[config.mk]
export PLATFORM = sky130hd
export DESIGN_NAME = bank_switch_irq_mapper_top_flat
export DESIGN_NICKNAME = d
export VERILOG_FILES = /design/src/bsim_pkg.sv /design/src/bsim_ifs.sv /design/src/bank_switch_irq_mapper_top.sv /design/src/flat_wrapper.sv
export VERILOG_INCLUDE_DIRS = /design/src /design/src/src
export SDC_FILE = /design/constraint.sdc
export NUM_CORES = 1
export LEC_CHECK = 0
export ABC_CLOCK_PERIOD_IN_PS = 9100
export BUFFER_PORTS_ARGS = -buffer_cell sky130_fd_sc_hd__clkbuf_2
export CAP_MARGIN = 10
export CORE_ASPECT_RATIO = 1.5
export CORE_MARGIN = 2
export CORE_UTILIZATION = 30
export CTS_CLUSTER_SIZE = 16
export DETAILED_ROUTE_END_ITERATION = 6
export PLACE_DENSITY = 0.5
export REMOVE_ABC_BUFFERS = 1
export SETUP_SLACK_MARGIN = 0.1
export SYNTH_ARGS = -nofsm -noshare
export SYNTH_HDL_FRONTEND = slang
export SYNTH_SLANG_ARGS = --single-unit
[constraint.sdc]
create_clock -name clk -period 9.1 [get_ports clk]
set_input_delay 2.73 -clock clk [delete_from_list [all_inputs] [get_ports clk]]
set_output_delay 2.73 -clock clk [all_outputs]
set_load 0.02 [all_outputs]
[src/assert_macros.svh]
// Assertion helpers. Each macro expects clk and rst in scope.
`ifndef ASSERT_MACROS_SVH
`define ASSERT_MACROS_SVH

`ifndef SYNTHESIS

// Property must hold at every clock edge outside reset.
`define BSIM_ASSERT_ALWAYS(label, expr, msg) \
  label: assert property (@(posedge clk) disable iff (rst) (expr)) else $error(msg);

// Consequent must hold in the cycle after the antecedent.
`define BSIM_ASSERT_NEXT(label, ante, cons, msg) \
  label: assert property (@(posedge clk) disable iff (rst) (ante) |=> (cons)) else $error(msg);

`else

`define BSIM_ASSERT_ALWAYS(label, expr, msg)
`define BSIM_ASSERT_NEXT(label, ante, cons, msg)

`endif

`endif

[src/bsim_pkg.sv]
package bsim_pkg;

  localparam int unsigned ADDR_W    = 16;
  localparam int unsigned BYTE_W    = 8;
  localparam int unsigned MIRROR_W  = 2;
  localparam int unsigned CHR_SLOTS = 8;
  localparam int unsigned PRG_SLOTS = 3;
  localparam int unsigned CHR_W     = CHR_SLOTS * BYTE_W;
  localparam int unsigned CFG_IDX_W = 8;
  localparam int unsigned CFG_DAT_W = 8;
  localparam int unsigned PRESC_W   = 10;

  typedef enum logic {
    ACT_WRITE = 1'b0,
    ACT_TICK  = 1'b1
  } action_t;

  // Configuration register indexes
  localparam logic [CFG_IDX_W-1:0] CFG_LAST_PRG   = 8'd0;
  localparam logic [CFG_IDX_W-1:0] CFG_CHR_IS_ROM = 8'd1;

  localparam logic [BYTE_W-1:0] LAST_PRG_RESET = 8'hFF;

  // CPU write map
  localparam logic [ADDR_W-1:0] ADDR_PRG0   = 16'h8000;
  localparam logic [ADDR_W-1:0] ADDR_PRG1_A = 16'h8008;
  localparam logic [ADDR_W-1:0] ADDR_PRG1_B = 16'h8010;
  localparam logic [ADDR_W-1:0] ADDR_PRG2   = 16'h9000;
  localparam logic [ADDR_W-1:0] ADDR_CHR0   = 16'hA000;
  localparam logic [ADDR_W-1:0] ADDR_CHR1_A = 16'hA008;
  localparam logic [ADDR_W-1:0] ADDR_CHR1_B = 16'hA010;
  localparam logic [ADDR_W-1:0] ADDR_CHR2   = 16'hB000;
  localparam logic [ADDR_W-1:0] ADDR_CHR3_A = 16'hB008;
  localparam logic [ADDR_W-1:0] ADDR_CHR3_B = 16'hB010;
  localparam logic [ADDR_W-1:0] ADDR_CHR4   = 16'hC000;
  localparam logic [ADDR_W-1:0] ADDR_CHR5_A = 16'hC008;
  localparam logic [ADDR_W-1:0] ADDR_CHR5_B = 16'hC010;
  localparam logic [ADDR_W-1:0] ADDR_CHR6   = 16'hD000;
  localparam logic [ADDR_W-1:0] ADDR_CHR7_A = 16'hD008;
  localparam logic [ADDR_W-1:0] ADDR_CHR7_B = 16'hD010;
  localparam logic [ADDR_W-1:0] ADDR_MIRROR = 16'hE000;
  localparam logic [ADDR_W-1:0] ADDR_RELD_A = 16'hE008;
  localparam logic [ADDR_W-1:0] ADDR_RELD_B = 16'hE010;
  localparam logic [ADDR_W-1:0] ADDR_IRQ_CTL = 16'hF000;
  localparam logic [ADDR_W-1:0] ADDR_IRQ_ACK_A = 16'hF008;
  localparam logic [ADDR_W-1:0] ADDR_IRQ_ACK_B = 16'hF010;

  // IRQ control byte bits
  localparam int unsigned CTL_AFTER_ACK_BIT = 0;
  localparam int unsigned CTL_ENABLE_BIT    = 1;
  localparam int unsigned CTL_CYCLE_BIT     = 2;

  localparam logic [BYTE_W-1:0] COUNT_FIRE = 8'hFF;

  localparam logic signed [PRESC_W-1:0] PRESCALE_TOP  = 10'sd341;
  localparam logic signed [PRESC_W-1:0] PRESCALE_STEP = 10'sd3;
  localparam logic signed [PRESC_W-1:0] PRESCALE_MIN  = -10'sd2;

endpackage

[src/bsim_ifs.sv]
interface bsim_in_if import bsim_pkg::*; ();
  logic              valid;
  logic              ready;
  logic              action;
  logic [ADDR_W-1:0] address;
  logic [BYTE_W-1:0] value;

  modport source (output valid, action, address, value, input ready);
  modport sink   (input valid, action, address, value, output ready);
endinterface

interface bsim_out_if import bsim_pkg::*; ();
  logic                valid;
  logic                ready;
  logic                irq_line;
  logic [MIRROR_W-1:0] mirroring;
  logic [BYTE_W-1:0]   prg_bank_low;
  logic [BYTE_W-1:0]   prg_bank_mid;
  logic [BYTE_W-1:0]   prg_bank_high;
  logic [CHR_W-1:0]    chr_banks;
  logic [BYTE_W-1:0]   irq_count_now;

  modport source (output valid, irq_line, mirroring, prg_bank_low, prg_bank_mid,
                  prg_bank_high, chr_banks, irq_count_now, input ready);
  modport sink   (input valid, irq_line, mirroring, prg_bank_low, prg_bank_mid,
                  prg_bank_high, chr_banks, irq_count_now, output ready);
endinterface

interface bsim_cfg_if import bsim_pkg::*; ();
  logic                 valid;
  logic                 ready;
  logic [CFG_IDX_W-1:0] index;
  logic [CFG_DAT_W-1:0] data;

  modport source (output valid, index, data, input ready);
  modport sink   (input valid, index, data, output ready);
endinterface

[src/bank_switch_irq_mapper_top.sv]
// Channel   Role    Payload
// -------   -----   -----------------------------------------------------------
// in_ch     sink    action, address[15:0], value[7:0]
// out_ch    source  irq_line, mirroring, prg_bank_low/mid/high, chr_banks,
//                   irq_count_now
// cfg_ch    sink    index[7:0], data[7:0]
//
// One request per clock while the output is drained: every accepted request updates the bank and IRQ
// state in the same edge and loads one result into the output register, so
// the result shows in the cycle after acceptance.
// The output register is the only buffer: in_ch.ready is high while that
// register is empty or being drained, so a stalled consumer stalls the input.
// rst is synchronous, active high; no clearing pass, the block accepts work
// in the first cycle after reset. cfg_ch is always ready.

`include "assert_macros.svh"

module bank_switch_irq_mapper_top import bsim_pkg::*; (
  input logic        clk,
  input logic        rst,
  bsim_in_if.sink    in_ch,
  bsim_out_if.source out_ch,
  bsim_cfg_if.sink   cfg_ch
);

  // Held configuration; the fixed E000 bank and ROM/RAM flag are kept for
  // the board but do not shape the reported result.
  logic [BYTE_W-1:0] last_prg_bank;
  logic              chr_is_rom;

  // Mapper state
  logic [BYTE_W-1:0]   prg_regs [PRG_SLOTS];
  logic [BYTE_W-1:0]   chr_regs [CHR_SLOTS];
  logic [MIRROR_W-1:0] mirror_mode;
  logic [BYTE_W-1:0]   reload_value;
  logic [BYTE_W-1:0]   irq_count;
  logic signed [PRESC_W-1:0] prescale;
  logic cycle_mode;
  logic irq_on;
  logic irq_on_after_ack;
  logic irq_pending;

  logic [BYTE_W-1:0]   prg_regs_next [PRG_SLOTS];
  logic [BYTE_W-1:0]   chr_regs_next [CHR_SLOTS];
  logic [MIRROR_W-1:0] mirror_mode_next;
  logic [BYTE_W-1:0]   reload_value_next;
  logic [BYTE_W-1:0]   irq_count_next;
  logic signed [PRESC_W-1:0] prescale_next;
  logic cycle_mode_next;
  logic irq_on_next;
  logic irq_on_after_ack_next;
  logic irq_pending_next;

  logic              clock_count;
  logic [BYTE_W-1:0] count_inc;
  logic [CHR_W-1:0]  chr_packed_next;

  logic in_accept;
  logic out_valid;

  // Accept a new request whenever the result register is free this edge.
  assign in_ch.ready = !out_valid || out_ch.ready;
  assign in_accept   = in_ch.valid && in_ch.ready;
  assign cfg_ch.ready = 1'b1;

  // Configuration writes; indexes beyond the list are dropped.
  always_ff @(posedge clk) begin
    if (rst) begin
      last_prg_bank <= LAST_PRG_RESET;
      chr_is_rom    <= 1'b1;
    end else if (cfg_ch.valid && cfg_ch.ready) begin
      if (cfg_ch.index == CFG_LAST_PRG) begin
        last_prg_bank <= cfg_ch.data;
      end else if (cfg_ch.index == CFG_CHR_IS_ROM) begin
        chr_is_rom <= cfg_ch.data[0];
      end
    end
  end

  // Next state for one request: either a register write or one tick.
  always_comb begin
    prg_regs_next         = prg_regs;
    chr_regs_next         = chr_regs;
    mirror_mode_next      = mirror_mode;
    reload_value_next     = reload_value;
    prescale_next         = prescale;
    cycle_mode_next       = cycle_mode;
    irq_on_next           = irq_on;
    irq_on_after_ack_next = irq_on_after_ack;
    irq_pending_next      = irq_pending;
    irq_count_next        = irq_count;
    clock_count           = 1'b0;
    count_inc             = irq_count + 8'd1;

    if (in_ch.action == ACT_TICK) begin
      // Prescaler holds while the IRQ unit is off.
      if (irq_on) begin
        if (cycle_mode) begin
          clock_count = 1'b1;
        end else if (prescale > 10'sd0) begin
          prescale_next = prescale - PRESCALE_STEP;
        end else begin
          prescale_next = prescale + PRESCALE_TOP;
          clock_count   = 1'b1;
        end
      end
      // Fire one count early: reaching 0xFF raises IRQ and reloads at once.
      if (clock_count) begin
        if (count_inc == COUNT_FIRE) begin
          irq_pending_next = 1'b1;
          irq_count_next   = reload_value;
        end else begin
          irq_count_next = count_inc;
        end
      end
    end else begin
      unique case (in_ch.address)
        ADDR_PRG0:                  prg_regs_next[0] = in_ch.value;
        ADDR_PRG1_A, ADDR_PRG1_B:   prg_regs_next[1] = in_ch.value;
        ADDR_PRG2:                  prg_regs_next[2] = in_ch.value;
        ADDR_CHR0:                  chr_regs_next[0] = in_ch.value;
        ADDR_CHR1_A, ADDR_CHR1_B:   chr_regs_next[1] = in_ch.value;
        ADDR_CHR2:                  chr_regs_next[2] = in_ch.value;
        ADDR_CHR3_A, ADDR_CHR3_B:   chr_regs_next[3] = in_ch.value;
        ADDR_CHR4:                  chr_regs_next[4] = in_ch.value;
        ADDR_CHR5_A, ADDR_CHR5_B:   chr_regs_next[5] = in_ch.value;
        ADDR_CHR6:                  chr_regs_next[6] = in_ch.value;
        ADDR_CHR7_A, ADDR_CHR7_B:   chr_regs_next[7] = in_ch.value;
        ADDR_MIRROR:                mirror_mode_next = in_ch.value[MIRROR_W-1:0];
        ADDR_RELD_A, ADDR_RELD_B:   reload_value_next = in_ch.value;
        ADDR_IRQ_CTL: begin
          cycle_mode_next       = in_ch.value[CTL_CYCLE_BIT];
          irq_on_next           = in_ch.value[CTL_ENABLE_BIT];
          irq_on_after_ack_next = in_ch.value[CTL_AFTER_ACK_BIT];
          // Enabling restarts the counter from the reload value.
          if (in_ch.value[CTL_ENABLE_BIT]) begin
            irq_count_next = reload_value;
            prescale_next  = PRESCALE_TOP;
          end
          irq_pending_next = 1'b0;
        end
        ADDR_IRQ_ACK_A, ADDR_IRQ_ACK_B: begin
          irq_pending_next = 1'b0;
          irq_on_next      = irq_on_after_ack;
        end
        default: begin
          // Unmapped address: drop the write.
        end
      endcase
    end

    for (int i = 0; i < CHR_SLOTS; i++) begin
      chr_packed_next[i*BYTE_W +: BYTE_W] = chr_regs_next[i];
    end
  end

  // State advances only on an accepted request.
  always_ff @(posedge clk) begin
    if (rst) begin
      for (int i = 0; i < PRG_SLOTS; i++) begin
        prg_regs[i] <= '0;
      end
      for (int i = 0; i < CHR_SLOTS; i++) begin
        chr_regs[i] <= '0;
      end
      mirror_mode      <= '0;
      reload_value     <= '0;
      irq_count        <= '0;
      prescale         <= PRESCALE_TOP;
      cycle_mode       <= 1'b0;
      irq_on           <= 1'b0;
      irq_on_after_ack <= 1'b0;
      irq_pending      <= 1'b0;
    end else if (in_accept) begin
      prg_regs         <= prg_regs_next;
      chr_regs         <= chr_regs_next;
      mirror_mode      <= mirror_mode_next;
      reload_value     <= reload_value_next;
      irq_count        <= irq_count_next;
      prescale         <= prescale_next;
      cycle_mode       <= cycle_mode_next;
      irq_on           <= irq_on_next;
      irq_on_after_ack <= irq_on_after_ack_next;
      irq_pending      <= irq_pending_next;
    end
  end

  // Result register: valid is control, payload loads on accept only.
  always_ff @(posedge clk) begin
    if (rst) begin
      out_valid <= 1'b0;
    end else if (in_accept) begin
      out_valid <= 1'b1;
    end else if (out_ch.ready) begin
      out_valid <= 1'b0;
    end
  end

  always_ff @(posedge clk) begin
    if (in_accept) begin
      out_ch.irq_line      <= irq_pending_next;
      out_ch.mirroring     <= mirror_mode_next;
      out_ch.prg_bank_low  <= prg_regs_next[0];
      out_ch.prg_bank_mid  <= prg_regs_next[1];
      out_ch.prg_bank_high <= prg_regs_next[2];
      out_ch.chr_banks     <= chr_packed_next;
      out_ch.irq_count_now <= irq_count_next;
    end
  end

  assign out_ch.valid = out_valid;

  // The shown result always reflects the live state it was taken from.
  `BSIM_ASSERT_ALWAYS(a_count_matches, !out_valid || (out_ch.irq_count_now == irq_count && out_ch.irq_line == irq_pending), "result out of step with IRQ state")
  `BSIM_ASSERT_ALWAYS(a_prescale_range, prescale >= PRESCALE_MIN && prescale <= PRESCALE_TOP, "prescaler out of range")
  `BSIM_ASSERT_NEXT(a_tick_off_holds, in_accept && in_ch.action == ACT_TICK && !irq_on, $stable(irq_count) && $stable(prescale), "disabled tick moved the counter")
  `BSIM_ASSERT_NEXT(a_ack_clears, in_accept && in_ch.action == ACT_WRITE && (in_ch.address == ADDR_IRQ_CTL || in_ch.address == ADDR_IRQ_ACK_A || in_ch.address == ADDR_IRQ_ACK_B), !irq_pending, "acknowledge left IRQ pending")
  `BSIM_ASSERT_NEXT(a_cfg_kept, cfg_ch.valid && cfg_ch.index == CFG_CHR_IS_ROM, chr_is_rom == $past(cfg_ch.data[0]) && $stable(last_prg_bank), "config write misrouted")

endmodule
[src/flat_wrapper.sv]
// flat-port wrapper written by rule: the top's interface ports become plain ports
module bank_switch_irq_mapper_top_flat import bsim_pkg::*;
  (clk, rst, in_ch_valid, in_ch_action, in_ch_address, in_ch_value, in_ch_ready, out_ch_valid, out_ch_irq_line, out_ch_mirroring, out_ch_prg_bank_low, out_ch_prg_bank_mid, out_ch_prg_bank_high, out_ch_chr_banks, out_ch_irq_count_now, out_ch_ready, cfg_ch_valid, cfg_ch_index, cfg_ch_data, cfg_ch_ready);
  bsim_in_if in_ch_i ();
  bsim_out_if out_ch_i ();
  bsim_cfg_if cfg_ch_i ();
  input logic clk;
  input logic rst;
  input wire logic [$bits(in_ch_i.valid)-1:0] in_ch_valid;
  input wire logic [$bits(in_ch_i.action)-1:0] in_ch_action;
  input wire logic [$bits(in_ch_i.address)-1:0] in_ch_address;
  input wire logic [$bits(in_ch_i.value)-1:0] in_ch_value;
  output wire logic [$bits(in_ch_i.ready)-1:0] in_ch_ready;
  output wire logic [$bits(out_ch_i.valid)-1:0] out_ch_valid;
  output wire logic [$bits(out_ch_i.irq_line)-1:0] out_ch_irq_line;
  output wire logic [$bits(out_ch_i.mirroring)-1:0] out_ch_mirroring;
  output wire logic [$bits(out_ch_i.prg_bank_low)-1:0] out_ch_prg_bank_low;
  output wire logic [$bits(out_ch_i.prg_bank_mid)-1:0] out_ch_prg_bank_mid;
  output wire logic [$bits(out_ch_i.prg_bank_high)-1:0] out_ch_prg_bank_high;
  output wire logic [$bits(out_ch_i.chr_banks)-1:0] out_ch_chr_banks;
  output wire logic [$bits(out_ch_i.irq_count_now)-1:0] out_ch_irq_count_now;
  input wire logic [$bits(out_ch_i.ready)-1:0] out_ch_ready;
  input wire logic [$bits(cfg_ch_i.valid)-1:0] cfg_ch_valid;
  input wire logic [$bits(cfg_ch_i.index)-1:0] cfg_ch_index;
  input wire logic [$bits(cfg_ch_i.data)-1:0] cfg_ch_data;
  output wire logic [$bits(cfg_ch_i.ready)-1:0] cfg_ch_ready;
  assign in_ch_i.valid = in_ch_valid;
  assign in_ch_i.action = in_ch_action;
  assign in_ch_i.address = in_ch_address;
  assign in_ch_i.value = in_ch_value;
  assign in_ch_ready = in_ch_i.ready;
  assign out_ch_valid = out_ch_i.valid;
  assign out_ch_irq_line = out_ch_i.irq_line;
  assign out_ch_mirroring = out_ch_i.mirroring;
  assign out_ch_prg_bank_low = out_ch_i.prg_bank_low;
  assign out_ch_prg_bank_mid = out_ch_i.prg_bank_mid;
  assign out_ch_prg_bank_high = out_ch_i.prg_bank_high;
  assign out_ch_chr_banks = out_ch_i.chr_banks;
  assign out_ch_irq_count_now = out_ch_i.irq_count_now;
  assign out_ch_i.ready = out_ch_ready;
  assign cfg_ch_i.valid = cfg_ch_valid;
  assign cfg_ch_i.index = cfg_ch_index;
  assign cfg_ch_i.data = cfg_ch_data;
  assign cfg_ch_ready = cfg_ch_i.ready;
  bank_switch_irq_mapper_top u_core (.clk(clk), .rst(rst), .in_ch(in_ch_i), .out_ch(out_ch_i), .cfg_ch(cfg_ch_i));
endmodule
==> summary by stage, run 1 <==
Critical path
For the worst setup path, the data arrival time is 3.13 ns. The worst setup path is of the input pin to output pin kind. The critical path data required time is 6.37 ns. The critical path startpoint category is an input pin. The largest fanout on the critical path is 3.

The nature of the critical path endpoint is an output pin.

STA
Adding up every negative setup slack in the final design gives 0 ns. The share of the clock period used by the worst path after layout is 64.34%. Setup repair after global routing left no endpoint under its margin. Based on the critical path, the design can be clocked at up to 0.1708 GHz.

The worst path meets setup with 3.245 ns of slack. The setup clock skew after layout is 0.01708 ns. The actual slew at the worst max-slew pin is 0.8507 ns. The tightest slew margin relative to the limit is 43.17%. The minimum clock period after layout is 5.855 ns. The final-report max-slew violation count is 0. The number of endpoints failing setup at the final stage is 0.

The number of endpoints with negative hold slack in the final report is 0.

CTS
Once the clock tree was built, the setup fixing pass inserted 0 buffers. The clock latency of the later-clocked register in the worst-skew pair is 0.52 ns. The clock tree from TritonCTS is built.

The number of clock sinks is 220. For this design, the CTS-stage hold fixing added 0 buffers. The count of instances resized after the clock tree is built is 0. The clock tree root driver cell is sky130_fd_sc_hd__clkbuf_16. The clock buffer count from CTS is 22. CTS built an H-tree with a depth of 1. The clock transition at the registers of the reported paths is 0.06 ns. Counting along the longest clock path gives a buffer depth of 3.

Floorplan
The full die area is 33000 µm². The initial core utilization is 30.48%. The number of top-level design ports is 148. The die boundary width is 149.0 µm. The total core area is 31040 µm².

The die is 221.5 µm tall. The floorplan has 79 rows.

Pwr
The analysis attributes to cell leakage a power of 4.192 nW. The areal power density over the cells is 185.4 nW/µm². Across the VDD grid, the largest voltage drop is 85.10 µV.

Global routing
The aggregate global routing overflow is 0. The met2 track demand over resource in global routing is 24.97%. Entering global routing, the biggest net connects 62 pins. The global-route met1 utilization is 18.25%. The initial antenna violation count is 0.

The via count of the first global-routing pass is 6453. The first global-routing pass estimated 37.05 mm of wire. The routing usage on met3 is 2.531%. The total routing resource utilization after global routing is 14.45%. After global routing, the most crowded layer is met2.

Layout
The top cell types in the final layout, fill and taps aside, are sky130_fd_sc_hd__nand2_1, sky130_fd_sc_hd__clkbuf_2, sky130_fd_sc_hd__dfxtp_1. The area taken by flip-flops and latches is 5395 µm². The layout has 3117 filler cells. The count of cells in the finished layout, fillers not included, comes to 1400. Summing all multi-input logic gate instances after layout gives 3780 µm². The fraction of the core area covered by cells at the end of the flow is 35.85%.

The area added between synthesis and finish is 17.63%. Of the cells placed in the final design, the portion with a size suffix greater than 1 is 27.94%. The layout net count is 1032. Leaving out fill and tap cells, the most frequent cell in the layout is sky130_fd_sc_hd__nand2_1. The count of antenna diodes in the layout is 0.

Placed design
Routability-driven placement finished with a final weighted congestion of 0.7899. Counting tap cells, the placed design contains a total of 1360 instances. Input and output buffers added on the ports amount to 129. The wire-length estimate of the detail-placed layout is 15.46 mm. The minimum setup slack after placement is 3.241 ns.

Run status
The flow ran to the end, and the final reports show no timing, DRC or antenna violations.

Route
The number of remaining DRC errors is 0. The detail route stage leaves a number of antenna-violating nets equal to 0. In this run, the number of DRC markers left after iteration 0 of detailed routing was 348. The via density per instance is 4.717. The final layout contains routed wiring with a total length of 24.08 mm. The first TritonRoute pass finished after 5 iterations.

The detailed-route wire length per cell is 17.20 µm. The number of vias after detailed routing is 6604.

Yosys
The share of async-settable or async-resettable flops after synthesis is 0%. The share of synthesized area in the top cell type comes to 31.42%. After Yosys synthesis, XOR and XNOR cells account for 1.018% of the synthesized area. The synthesized area divided by synthesized cell count is 10.82 µm². The post-synthesis share of cell area spent on full adders, half adders and majority gates is 0.9258%. The synthesized design spends more area on one cell type than any other, namely sky130_fd_sc_hd__edfxtp_1. The number of synthesized flops with an enable pin is 99. The most used flip-flop cell after synthesis is sky130_fd_sc_hd__dfxtp_1. The share of the synthesized area in compound gates (AO/OA/AOI/OAI) is 8.967%. Counting every instance in the synthesized netlist gives 874. The count of yosys warnings during synthesis is 0. Measured against the total synthesized area, the mux share comes to 13.46%.

Of the total synthesized cell area, the portion taken by AND, OR, NAND and NOR gates is 15.54%. Sorting the synthesized cells by area gives the leading types as sky130_fd_sc_hd__edfxtp_1, sky130_fd_sc_hd__dfxtp_1, sky130_fd_sc_hd__mux2_2. The largest family of logic cells by synthesized area is simple AND/OR/NAND/NOR gates. Summing every instance area after synthesis gives 9460 µm².

The number of distinct library cell variants in the gate-level netlist after synthesis is 63. The sequential area share after synthesis is 57.03%. Synthesis inferred 220 register bits.

Min path
The kind of path behind the tightest hold check is flop to flop.

Flow run
The total of max-cap violations is 0.
## kinds of logic (layout without fill, tap and decap cells)
logic type / Yosys count / in the layout
XOR/XNOR: 11 / 11
other: 1 / 1
multiplexers: 116 / 116
AO/OA/AOI/OAI: 146 / 146
adder cells (fa/ha/maj): 7 / 7
AND/OR/NAND/NOR: 305 / 305
buffers and inverters: 68 / 189
flip-flops: 220 / 220
## final timing paths
kind,from,to,slack (ns),cells after the start
min reg2reg,u_core.chr_regs[11]$_SDFFE_PP0P_,u_core.chr_regs[11]$_SDFFE_PP0P_,0.45,2
min,u_core.chr_regs[11]$_SDFFE_PP0P_,u_core.chr_regs[11]$_SDFFE_PP0P_,0.45,2
max,out_ch_ready,in_ch_ready,3.24,3
max reg2reg,u_core.out_ch.valid$_SDFFE_PP0P_,u_core.reload_value[0]$_SDFFE_PP0P_,6.38,8
## metrics by stage
| stage | hold WS [ns] | instance area (µm²) | total power, mW |
|---|---|---|---|
| 2_1_floorplan | 0.4223 | 9231 | 1.128 |
| 4_1_cts | 0.4498 | 11130 | 2.097 |
| 6_report | 0.4465 | 11130 | 2.064 |
| 3_3_place_gp | 0.4347 | 10430 | 1.192 |
| 3_5_place_dp | 0.4406 | 10430 | 1.192 |
| 5_1_grt | 0.4640 | 11130 | 2.138 |
## final cells by class
type                       count  area share, %
clock buffer                  36          5.880
clock inverter                 4         0.4273
inverter                      15         0.5284
multi-input combinational    586          33.97
sequential                   220          48.48
tap                          405          4.554
timing repair buffer         134          6.161
## power by group
part	switching [mW]	internal, mW
sequential	0.00788	1.05
clock	0.376	0.519
combinational	0.0859	0.0232
total	0.470	1.59
## sequential cells by signal, summed over array words and instances (netlist names)
register,flops
u_core.cycle_mode,1
u_core.out_ch.chr_banks,64
u_core.out_ch.mirroring,2
u_core.irq_count,8
u_core.out_ch.prg_bank_high,8
u_core.irq_on_after_ack,1
u_core.out_ch.prg_bank_low,8
u_core.prescale,10
u_core.irq_pending,1
u_core.chr_regs,64
u_core.reload_value,8
u_core.prg_regs,24
u_core.mirror_mode,2
u_core.irq_on,1
u_core.out_ch.irq_line,1
u_core.out_ch.prg_bank_mid,8
u_core.out_ch.irq_count_now,8
u_core.out_ch.valid,1
## per-layer routing
metal | up-vias | wire length, µm
met1 | 3137 | 10330
met3 | 28 | 1117
met5 | - | 0
met4 | 0 | 515
met2 | 135 | 12120
li1 | 3304 | -
## worst max-delay path, stage by stage
cell and delay [ns]:
sky130_fd_sc_hd__clkbuf_2 0.07, sky130_fd_sc_hd__nand2b_1 0.16, sky130_fd_sc_hd__clkbuf_2 0.17
## synth_stat cells, types with 4 or more instances
cell                       instances
sky130_fd_sc_hd__and2_1            4
sky130_fd_sc_hd__nand2_1         176
sky130_fd_sc_hd__mux2_2           90
sky130_fd_sc_hd__nand3_1           9
sky130_fd_sc_hd__a22oi_1           4
sky130_fd_sc_hd__nor2_1           51
sky130_fd_sc_hd__a21oi_1          93
sky130_fd_sc_hd__o22ai_1           4
sky130_fd_sc_hd__nand4_1           8
sky130_fd_sc_hd__edfxtp_1         99
sky130_fd_sc_hd__inv_1            15
sky130_fd_sc_hd__buf_2             9
sky130_fd_sc_hd__o21ai_0          15
sky130_fd_sc_hd__buf_4             5
sky130_fd_sc_hd__xnor2_1           5
sky130_fd_sc_hd__nor3_1            6
sky130_fd_sc_hd__a31oi_1           5
sky130_fd_sc_hd__a211oi_1          5
sky130_fd_sc_hd__mux2i_1          26
sky130_fd_sc_hd__ha_1              7
sky130_fd_sc_hd__clkbuf_1         37
sky130_fd_sc_hd__xor2_1            6
sky130_fd_sc_hd__dfxtp_1         121
sky130_fd_sc_hd__and3_1            8
No activity file was read; power rests on OpenSTA's default activity.
==> run 2, diff against run 1 <==
Settings changed: ABC_CLOCK_PERIOD_IN_PS 9100 to 5700.
Clock period 9.1 ns to 5.7 ns, I/O delays scaled along.
==> summary by stage, run 2 (same netlist as run 1, synthesis figures left out) <==
STA
The number of endpoints with negative hold slack in the final report came to 0. After layout, the worst path uses 69.61% of the clock period. Setup violations remaining at the end of the flow were counted as 0.

The final-report max-slew violation count is 0. The achievable clock frequency is 0.2520 GHz. The actual slew at the worst max-slew pin is 0.8347 ns. Subtracting the final worst setup slack from the clock period gives 3.968 ns. Setup repair after global routing left no endpoint under its margin. The final sum of negative setup slack is 0 ns. Across the routed clock network, the largest skew measured is 0.01263 ns.

The tightest slew margin relative to the limit is 44.24%.

Critical path
The endpoint identified for the worst register-to-register timing path is u_core.prescale[9]$_SDFFE_PP0P_. The most frequent cell on the critical path is sky130_fd_sc_hd__nand2_1. The critical path class is input pin to flop. The slowest stage cell on the critical path is sky130_fd_sc_hd__nor3_2. The setup check on the worst reg-to-reg path leaves a slack of 3.01 ns. Traced cell by cell, the critical path runs through clkbuf_2, nor4_1, nand3b_2, nor3_2, nand2_1, nand2_1, a21oi_1. The startpoint identified for the worst register-to-register timing path is u_core.prescale[2]$_SDFFE_PP1P_. The critical path data required time is 6.07 ns.

The nature of the critical path endpoint is a flop. Measured in cells, the most critical reg-to-reg path has a length of 10. The critical path's largest stage delay is 0.76 ns. The worst path arrival time is 4.34 ns.

The worst setup path is launched from an input pin. Along the worst path, the maximum fanout reaches 9.

CTS
The clock tree from TritonCTS is built. At the later pin of the worst-skew pair, clock insertion delay measures 0.52 ns. The maximum clock insertion buffer count is 3.

The clock transition at the registers of the reported paths is 0.06 ns. Buffers added to address setup during post-CTS repair amount to 0. The count of instances resized after the clock tree is built is 0. The tree is rooted in a sky130_fd_sc_hd__clkbuf_16. The number of clock sinks is 220.

The clock buffer count from CTS is 22. For this design, the CTS-stage hold fixing added 0 buffers. The number of H-tree levels is 1.

Route
The DRC marker count from the first detailed-route iteration is 329. The number of remaining DRC errors is 0. The count of nets left with antenna violations once routing finished came out at 0. The length of the first detailed-routing pass in iterations is 4. Summed over all layers, the routed wires come to 24.17 mm. The via density per instance is 4.733. Across all layers, the routed design uses 6635 vias. The detailed-route wire length per cell is 17.24 µm.

Run status
The flow ran to the end, and the final reports show no timing, DRC or antenna violations.

Floorplan
The number of top-level design ports is 148. Measured along the x axis, the die boundary spans 149.0 µm. The number of rows in the core area is 79.

The full die area is 33000 µm². The region available for standard cell placement spans 31040 µm². The die extent in y is 221.5 µm. The initial core utilization is 30.48%.

Layout
The library cells used most frequently in the layout, excluding fill and tap cells, are sky130_fd_sc_hd__nand2_1, sky130_fd_sc_hd__clkbuf_2, sky130_fd_sc_hd__dfxtp_1. The area growth from synthesis to layout is 18.41%. The post-layout instance count excluding filler cells is 1402. The filler cells instantiated in the layout total 3150.

The library cell used most frequently in the layout, excluding fill and tap cells, is sky130_fd_sc_hd__nand2_1. The count of antenna diodes in the layout is 0. The final layout contains 1034 nets. In the final layout, the registers with the most flip-flops are u_core.chr_regs: 64 flops, u_core.out_ch.chr_banks: 64 flops, u_core.prg_regs: 24 flops. The share of cells above drive strength 1 is 28.18%.

Global routing
The initial antenna violation count is 1. The aggregate global routing overflow is 0. The first global-routing pass estimated 37.46 mm of wire. The via count of the first global-routing pass is 6506.

Entering global routing, the biggest net connects 65 pins. Global routing used 14.50% of the available tracks.

Min path
For hold timing, the worst endpoint is u_core.chr_regs[38]$_SDFFE_PP0P_. The startpoint identified for the worst hold timing path is u_core.chr_regs[38]$_SDFFE_PP0P_. Counting instances, the worst hold path has a depth of 2. The kind of path behind the tightest hold check is flop to flop.

Flow run
The total of max-cap violations is 0.

Pwr
The leakage component of the power is 4.229 nW. The areal power density over the cells is 305.1 nW/µm². The maximum ir drop on the vdd rail is 123.1 µV.

Placed design
The number of cells after detailed placement is 1362. The placer congestion estimate is 0.8099. In this run the tool buffered the top-level ports with 129 buffer cells. Detailed placement finished with a half-perimeter wire length of 15.49 mm.
[run 2: worst max-delay path, delay by kind of cell]
kind,cells,cell delay (ns)
and+or+nand+nor,5,2.47
buffers and inverters,1,0.09
AOI/OAI and AO/OA,1,0.07
[run 2: cell type report]
cell class | count | area, µm² | area share [%]
inverter | 15 | 58.81 | 0.5250
clock buffer | 33 | 623.1 | 5.562
timing repair buffer | 136 | 700.7 | 6.255
sequential | 220 | 5395 | 48.16
tap | 405 | 506.7 | 4.524
multi-input combinational | 586 | 3780 | 33.74
clock inverter | 7 | 137.6 | 1.229
[run 2: power by group]
| part | switching [mW] | leakage (nW) | internal, mW |
|---|---|---|---|
| combinational | 0.137 | 1.88 | 0.0375 |
| clock | 0.615 | 0.366 | 0.938 |
| sequential | 0.0123 | 1.98 | 1.68 |
| total | 0.765 | 4.23 | 2.65 |
[run 2: stage by stage]
stage	hold slack, ns	power [mW]	instance area (µm²)	setup WS [ns]	utilization [%]
CTS	0.4488	3.471	11200	1.761	36.09
global route	0.4646	3.530	11200	1.504	36.09
detailed placement	0.4406	1.905	10440	1.215	33.64
finish	0.4463	3.418	11200	1.732	36.09
floorplan	0.4223	1.800	9231	-0.5625	-
global placement	0.4347	1.904	10440	1.225	33.64
[run 2: layer usage]
| metal | global-route usage (%) | routed length [µm] | vias up | share of wire [%] |
|---|---|---|---|---|
| met4 | 5.100 | 670 | 2 | 2.8 |
| met5 | 0 | 13 | - | 0.054 |
| met3 | 2.099 | 1118 | 40 | 4.6 |
| met2 | 24.96 | 11990 | 159 | 50 |
| met1 | 18.44 | 10380 | 3126 | 43 |
| li1 | - | - | 3308 | - |
[run 2: how the worst max path moves through the flow]
stage          cells after the start                                  end        startpoint
2_1_floorplan                      7  u_core.reload_value[0]$_SDFFE_PP0P_      out_ch_ready
3_3_place_gp                       7     u_core.chr_regs[23]$_SDFFE_PP0P_  in_ch_address[8]
3_5_place_dp                       7     u_core.chr_regs[18]$_SDFFE_PP0P_  in_ch_address[8]
4_1_cts                            7     u_core.chr_regs[18]$_SDFFE_PP0P_  in_ch_address[8]
5_1_grt                            7     u_core.chr_regs[16]$_SDFFE_PP0P_  in_ch_address[8]
6_report                           7      u_core.prg_regs[8]$_SDFFE_PP0P_  in_ch_address[8]
==> run 3, diff against run 2 <==
Settings changed: ABC_CLOCK_PERIOD_IN_PS 5700 to 4100.
Clock period 5.7 ns to 4.1 ns, I/O delays scaled along.
==> summary by stage, run 3 (same netlist as run 1, synthesis figures left out) <==
Run status
The flow ran to the end, and the final reports show no timing, DRC or antenna violations.

Critical path
In this run the critical register-to-register path is launched from u_core.prescale[2]$_SDFFE_PP1P_. The most critical setup path has its startpoint at in_ch_address[5]. The capturing point of the worst reg2reg path is u_core.prescale[9]$_SDFFE_PP0P_.

The critical path startpoint category is an input pin. Along the worst path, the maximum fanout reaches 9. The nature of the critical path endpoint is a flop. The register-to-register path setup slack is 1.41 ns. The cell depth of the worst flop-to-flop path is 10.

The critical path class is input pin to flop. The worst path arrival time is 3.52 ns. Data on the critical path is required at its endpoint by 4.47 ns.

Pwr
IR analysis of the VDD net gives a maximum drop of 219.7 µV. Total power for the finished layout comes to 4.701 mW. The leakage component of the power is 4.332 nW. In this run the power spent charging and discharging nets is 1.049 mW. In this run the power density over the cells is 414.3 nW/µm². The fraction of power spent switching nets is 22.31%. The fraction of power consumed by the clock network is 44.8%. The combinational cell fraction of total power is 5.2%. Sequential cells account for 50.0% of the total power.

The cell internal power dissipation is 3.652 mW.

Floorplan
The number of top-level design ports is 148. The initialized floorplan defines 79 standard-cell rows. The full die area is 33000 µm². The die extent in y is 221.5 µm. The total area inside the core boundary comes to 31040 µm². The die is 149.0 µm wide. For this configuration, the core starts out at a cell density of 30.48%.

Route
After detailed routing, the average wire length per cell comes to 17.05 µm. The detail route stage leaves a number of antenna-violating nets equal to 0. In this run, the number of DRC markers left after iteration 0 of detailed routing was 411.

The number of vias after detailed routing is 6666. The via density per instance is 4.691. The number of remaining DRC errors is 0. The final layout contains routed wiring with a total length of 24.23 mm. For this run, the detailed router's first-pass iteration total came to 5.

Global routing
Entering global routing, the biggest net connects 61 pins. The total routing resource utilization after global routing is 14.47%. The initial antenna violation count is 0.

The first global-routing pass estimated 37.51 mm of wire. The aggregate global routing overflow is 0. The via count of the first global-routing pass is 6511.

STA
Dividing the final minimum period by the clock period gives 76.92%. For the final database, setup skew stands at 0.008791 ns. The minimum clock period after layout is 3.154 ns. Static timing analysis puts the maximum clock frequency at 0.3171 GHz. The number of endpoints failing setup at the final stage is 0.

Setup repair after global routing left no endpoint under its margin. The minimum hold slack is 0.4474 ns. The actual slew at the worst max-slew pin is 0.7117 ns. The worst path meets setup with 0.9464 ns of slack.

The final-report max-slew violation count is 0. The number of endpoints with negative hold slack in the final report is 0. In the final timing run, aggregate negative setup slack is 0 ns. The tightest slew margin relative to the limit is 52.19%.

CTS
The clock buffer count from CTS is 22. TritonCTS built the clock tree. The later pin in the worst-skew pair is clocked with a latency of 0.52 ns. The clock tree root driver cell is sky130_fd_sc_hd__clkbuf_16. Counting every sink on the clock net gives 220. The setup fix buffers added after clock tree synthesis is 0.

The hold buffer count at cts is 0. In this run the number of H-tree levels came out at 1. Clock-pin slew was measured on the worst setup and hold paths at 0.06 ns. The count of instances resized after the clock tree is built is 0. In this run the deepest clock path goes through 3 buffers.

Placed design
Summing all placed instances gives a cell area of 10600 µm². The HPWL reported at the end of detailed placement is 15.88 mm. The number of I/O port buffers is 129. The number of placed instances, taps included, is 1381. The placer congestion estimate is 0.8195.

Timing analysis after detailed placement gives a worst setup slack of 0.4321 ns.

Layout
The area added between synthesis and finish is 19.94%. The count of antenna diodes in the layout is 0. Of the cells placed in the final design, the portion with a size suffix greater than 1 is 29.53%. For this run, the post-layout net count is 1053. Measured on the finished design, the core utilization comes to 36.56%. Leaving out fill and tap cells, the most frequent cells in the layout are sky130_fd_sc_hd__nand2_1, sky130_fd_sc_hd__clkbuf_2, sky130_fd_sc_hd__dfxtp_1. The final cell area excluding filler cells is 11350 µm². The largest registers in the layout are u_core.chr_regs: 64 flops, u_core.out_ch.chr_banks: 64 flops, u_core.prg_regs: 24 flops.

The post-layout instance count excluding filler cells is 1421. The most common library cell in the layout ignoring fill and taps is sky130_fd_sc_hd__nand2_1.

Min path
The kind of path behind the tightest hold check is flop to flop. In this run the most critical hold path is launched from u_core.prg_regs[13]$_SDFFE_PP0P_. The worst-case hold path end point is u_core.prg_regs[13]$_SDFFE_PP0P_.

The number of instances on the worst hold path is 2.

Flow run
Max-cap violations in this run came to 0.
==> run 3: power by group through the flow <==
stage	logic, mW	registers (mW)	clock network (mW)
after floorplan	0.0453	2.46	0
after global placement	0.250	2.40	0
after CTS	0.252	2.35	2.17
final	0.245	2.35	2.11
after detailed placement	0.251	2.40	0
after global routing	0.265	2.35	2.25
==> run 3: how the worst max path moves through the flow <==
stage | slack (ns) | endpoint
after global placement | 0.44 | u_core.chr_regs[48]$_SDFFE_PP0P_
after global routing | 0.76 | u_core.chr_regs[35]$_SDFFE_PP0P_
after CTS | 0.96 | u_core.chr_regs[48]$_SDFFE_PP0P_
after floorplan | -1.68 | u_core.reload_value[0]$_SDFFE_PP0P_
final | 0.95 | u_core.chr_regs[48]$_SDFFE_PP0P_
after detailed placement | 0.43 | u_core.chr_regs[48]$_SDFFE_PP0P_
==> run 3: routing by layer <==
metal	global-route usage, %	vias to the layer above	wire, µm	share of wire (%)
met5	0	-	0	0
met4	4.147	0	436	1.8
met3	2.160	27	1121	4.6
met2	25.29	137	12290	51
met1	18.42	3152	10390	43
li1	-	3350	-	-
==> run 3: critical path, stage by stage <==
cell	delay [ns]
sky130_fd_sc_hd__clkbuf_2	0.08
sky130_fd_sc_hd__or4_4	0.58
sky130_fd_sc_hd__nor2b_1	0.50
sky130_fd_sc_hd__and3_1	0.52
sky130_fd_sc_hd__and2_1	0.21
sky130_fd_sc_hd__buf_4	0.15
sky130_fd_sc_hd__mux2i_1	0.19
sky130_fd_sc_hd__nor2_1	0.06
==> run 3: layout make-up <==
| cell class | instances | area [µm²] |
|---|---|---|
| fillers | 3155 | 19690 |
| flip-flops and latches | 220 | 5395 |
| multi-input cells | 586 | 3780 |
| repair buffers | 155 | 855.8 |
| clock buffers | 30 | 631.9 |
| well taps | 405 | 506.7 |
| clock inverters | 10 | 118.9 |
| inverters | 15 | 58.81 |
